`src/hdl/swe_pkg.sv`:
```
// sliding window energy: shared constants, types and register codes
// no dependencies; compiled first
package swe_pkg;

	localparam int MAX_WINDOW_DEF  = 256;
	localparam int SAMPLE_BITS_DEF = 16;

	// register file
	localparam int WL_W   = 9;
	localparam int ADDR_W = 3;
	localparam logic REG_WINDOW_LEN    = 1'b0;
	localparam logic REG_GRADIENT_MODE = 1'b1;
	localparam logic [WL_W-1:0] WINDOW_LEN_RST = 9'd15;

	// result field widths
	localparam int MS_W  = 39;
	localparam int RMS_W = 20;
	localparam int LOG_W = 16;

	// mean square saturation, ln2 in Q0.32, log rounding
	localparam logic [MS_W-1:0] MS_MAX   = 39'h3F_FFFF_FFFF;
	localparam logic [31:0]     LN2_Q32  = 32'd2977044472;
	localparam int              FRAC_BITS = 24;
	localparam logic [63:0]     RND_BIAS = 64'h1000_2000_0000_0000;
	localparam logic [17:0]     LOG_OFS  = 18'd16384;
	localparam logic [31:0]     LOG_SUB  = 32'h0800_0000;

	localparam int QUEUE_DEPTH = 2;

	// one job handed from the front to the back
	typedef struct packed {
		logic [MS_W-1:0] m;
		logic            has_val;
		logic            te;
	} q_entry_t;

endpackage

```
`src/hdl/swe_queue.sv`:
```
// sliding window energy: short job queue between front and back
// depends on swe_pkg
module swe_queue (
	input  logic              clk,
	input  logic              arst_n,
	input  logic              push,
	input  swe_pkg::q_entry_t push_entry,
	output logic              full,
	input  logic              pop,
	output logic              valid,
	output swe_pkg::q_entry_t pop_entry
);
	import swe_pkg::*;

	localparam int PTR_W = (QUEUE_DEPTH > 1) ? $clog2(QUEUE_DEPTH) : 1;
	localparam int CNT_W = $clog2(QUEUE_DEPTH + 1);

	q_entry_t         slot_q [QUEUE_DEPTH];
	logic [PTR_W-1:0] wp_q;
	logic [PTR_W-1:0] rp_q;
	logic [CNT_W-1:0] count_q;

	assign full      = (count_q == CNT_W'(QUEUE_DEPTH));
	assign valid     = (count_q != '0);
	assign pop_entry = slot_q[rp_q];

	// entry storage
	always_ff @(posedge clk) begin
		if (push) begin
			slot_q[wp_q] <= push_entry;
		end
	end

	// pointers and occupancy
	always_ff @(posedge clk or negedge arst_n) begin
		if (!arst_n) begin
			wp_q    <= '0;
			rp_q    <= '0;
			count_q <= '0;
		end else begin
			if (push) begin
				wp_q <= (wp_q == PTR_W'(QUEUE_DEPTH - 1)) ? '0 : wp_q + 1'b1;
			end
			if (pop) begin
				rp_q <= (rp_q == PTR_W'(QUEUE_DEPTH - 1)) ? '0 : rp_q + 1'b1;
			end
			if (push && !pop) begin
				count_q <= count_q + 1'b1;
			end else if (pop && !push) begin
				count_q <= count_q - 1'b1;
			end
		end
	end

`ifndef ASSERT_OFF
	a_no_overflow: assert property (@(posedge clk) disable iff (!arst_n)
		push |-> !full || pop) else $error("queue overflow");
	a_no_underflow: assert property (@(posedge clk) disable iff (!arst_n)
		pop |-> valid) else $error("queue underflow");
	a_count_bound: assert property (@(posedge clk) disable iff (!arst_n)
		count_q <= CNT_W'(QUEUE_DEPTH)) else $error("queue count out of range");
`endif

endmodule

```
`config.mk`:
```
export PLATFORM = sky130hd
export DESIGN_NAME = swe_queue
export DESIGN_NICKNAME = d
export VERILOG_FILES = /design/src/hdl/swe_pkg.sv /design/src/hdl/swe_queue.sv
export SDC_FILE = /design/constraint.sdc
export NUM_CORES = 1
export LEC_CHECK = 0
export ABC_AREA = 1
export BUFFER_PORTS_ARGS = -buffer_cell sky130_fd_sc_hd__buf_2
export CORE_ASPECT_RATIO = 1.25
export CORE_MARGIN = 10
export CORE_UTILIZATION = 35
export CTS_BUF_LIST = sky130_fd_sc_hd__clkbuf_4 sky130_fd_sc_hd__clkbuf_8
export DETAILED_ROUTE_END_ITERATION = 12
export GPL_TIMING_DRIVEN = 0
export PLACE_DENSITY = 0.64
export SLEW_MARGIN = 15
export SYNTH_ARGS = -nofsm -noshare
export SYNTH_HDL_FRONTEND = slang
export SYNTH_SLANG_ARGS = --single-unit
```
`constraint.sdc`:
```
create_clock -name clk -period 8.6 [get_ports clk]
set_clock_uncertainty 0.2 [all_clocks]
set_input_delay 0.86 -clock clk [delete_from_list [all_inputs] [get_ports clk]]
set_output_delay 0.86 -clock clk [all_outputs]
set_load 0.02 [all_outputs]
```
==> reports/metrics.yaml <==
status:
  status: "complete, no violations"
routing:
  drc_errors: 0
  num_vias: 1640
  drtPass1Iterations: 3
  ant_nets: 0
  wl_um: 6020
  wl_met2_um: 3110
  top_layer_used: "met4"
  wl_per_cell_um: 15.6
  first_iter_violations: 37
  wl_met1_um: 2340
  wl_met3_um: 427
  viasPerCell: 4.26
worst_setup_path:
  cp-end-kind: "output port"
  r2r-start: "wp_q$_DFFE_PN0P_"
  crit_path_start_kind: "flop"
  cp_max_fo: 10
  path_class: "flop to output port"
  worstPathRequired_ns: 7.54
  worstPathArrival_ns: 1.47
  crit_path_start: "rp_q$_DFFE_PN0P_"
logic_synthesis:
  synth.net_count: 199
  postSynthAreaPerCell_um2: 22.0
  yosys-top-cells-area: "edfxtp_1 73%, mux2_4 17%, dfrtp_1 3.0%"
  synth_top_area_share_pct: 73.1
  ys_types: 14
  synth_area_leader_cell: "edfxtp_1"
  syn_inst: 153
  ys.warnings.count: 0
  seq_area_frac_synth_pct: 76.1
  syn_area_mm2: 0.00337
  synth_seq_cells: 86
clock_tree:
  postCtsResizedCells: 0
  clock_latency_ns: 0.34
  cts_tree: "yes"
  cts_setup_buffers: 0
  holdBufCountCts: 0
  cts_num_sinks: 86
  clk_path_buf_depth: 2
  cts_buffers: 9
  root_buffer: "clkbuf_8"
  clk_pin_slew_ns: 0.08
  htree_levels: 3
floorplan:
  num_rows: 40
  core_area_mm2: 0.00951
  die-height_um: 130
  die_x_um: 108
  num_io_pins: 88
  start_util_pct: 35.4
  die_area_mm2: 0.0140
pwr:
  max-vdd-ir-drop_uv: 154
  total_power_mw: 1.47
  power.leakage_nw: 1.77
  power.density_mw_per_mm2: 342
timing:
  hold_viol: 0
  max_freq_mhz: 395
  period_needed_ns: 2.53
  drv_slew: 0
  setup_viol: 0
  slew_headroom_pct: 64.7
  finalCritPeriodShare_pct: 29.5
  setup_slack_ns: 6.07
  tns_ns: 0
  grt_setup_unrepaired: "false"
  worstMarginPinSlew_ns: 0.528
  holdWs_ns: 0.107
grt:
  grt_pass1_wl_um: 9110
  antenna_found_initial: 0
  grt-ovfl-total: 0
  grt_pass1_vias: 1829
  grt_max_degree: 28
  track_usage_pct: 8.82
finish:
  regArea_mm2: 0.00256
  final_area_mm2: 0.00429
  num-fill-cells: 877
  syn2layout_area_growth_pct: 27.2
  layout-drive-gt1-share_pct: 59.5
  fin_nets: 300
  multi_input_area_um2: 696
  antenna_cells: 0
placement:
  placed_area_mm2: 0.00404
  port_buffers: 87
  pre_cts_ws_ns: 6.21
  place_congestion: 0.707
  post-dp-hpwl_um: 4420
run:
  cap_violations: 0
min_path:
  hp-class: "input port to asynchronous set/reset pin"
-- final timing paths --
check,end,slack (ns),cells after the start
setup / recovery,pop_entry[11],6.07,4
hold / removal,wp_q$_DFFE_PN0P_,0.11,1
setup reg to reg,slot_q[0][17]$_DFFE_PP_,6.85,3
hold reg to reg,count_q[1]$_DFFE_PN0P_,0.30,2
max in group asynchronous,count_q[1]$_DFFE_PN0P_,7.97,1
min in group clk,count_q[1]$_DFFE_PN0P_,0.30,2
-- cell usage after synthesis --
library cell	n
nor2_1	2
mux2_4	39
dfrtp_1	4
buf_12	4
nand3_1	1
mux2_2	2
ha_1	1
inv_1	7
nand2_1	6
nand4_1	1
xor2_1	2
buf_6	1
edfxtp_1	82
xnor2_1	1
-- power breakdown --
group	total, mW	internal (mW)	leakage (nW)	switching, mW
combinational	0.556	0.267	0.824	0.289
sequential	0.580	0.556	0.817	0.0243
clock	0.331	0.202	0.125	0.129
-- layout by cell type, fill, tap and decap left out, types with 2 or more instances in the layout --
cell type / n
bufinv_16: 3
nand2_1: 6
dfrtp_1: 4
inv_1: 6
mux2_2: 2
mux2_4: 39
clkbuf_8: 9
buf_16: 2
clkbuf_4: 3
edfxtp_1: 82
buf_12: 5
xor2_1: 2
buf_2: 87
-- stage by stage --
stage	std cells	util, %
after floorplan	153	-
after global placement	366	41.7
after detailed placement	369	42.5
after CTS	385	45.1
after global routing	385	45.1
final	385	45.1
-- critical path: stages, from the launching register on --
cell     delay [ns]
dfrtp_1        0.37
buf_6          0.15
buf_12         0.15
mux2_4         0.29
buf_2          0.17
-- routing by layer --
layer  vias to the layer above  track usage (%)
met5                         -                0
met4                         0             5.67
met3                        10             2.88
met2                        56             15.1
met1                       790             9.02
li1                        784                -
-- flip-flops by register name (all words and copies together), names as in the netlist --
register  count
slot_q       82
rp_q          1
count_q       2
wp_q          1
-- kinds of logic after synthesis --
group                    after synthesis  share of synthesized area, %
multiplexers                          41                          18.1
buffers and inverters                 12                          3.49
flip-flops                            86                          76.1
adder cells (fa/ha/maj)                1                         0.371
AND/OR/NAND/NOR                       10                          1.23
XOR/XNOR                               3                         0.780
-- final cells by class --
| class | count | share of cell area [%] |
|---|---|---|
| Buffer | 5 | 2.13 |
| Clock buffer | 12 | 3.42 |
| Clock inverter | 4 | 2.22 |
| Inverter | 7 | 0.613 |
| Multi-Input combinational cell | 55 | 16.2 |
| Sequential cell | 86 | 59.8 |
| Tap cell | 126 | 3.68 |
| Timing Repair Buffer | 90 | 11.9 |
(Power assumes the default switching activity.)
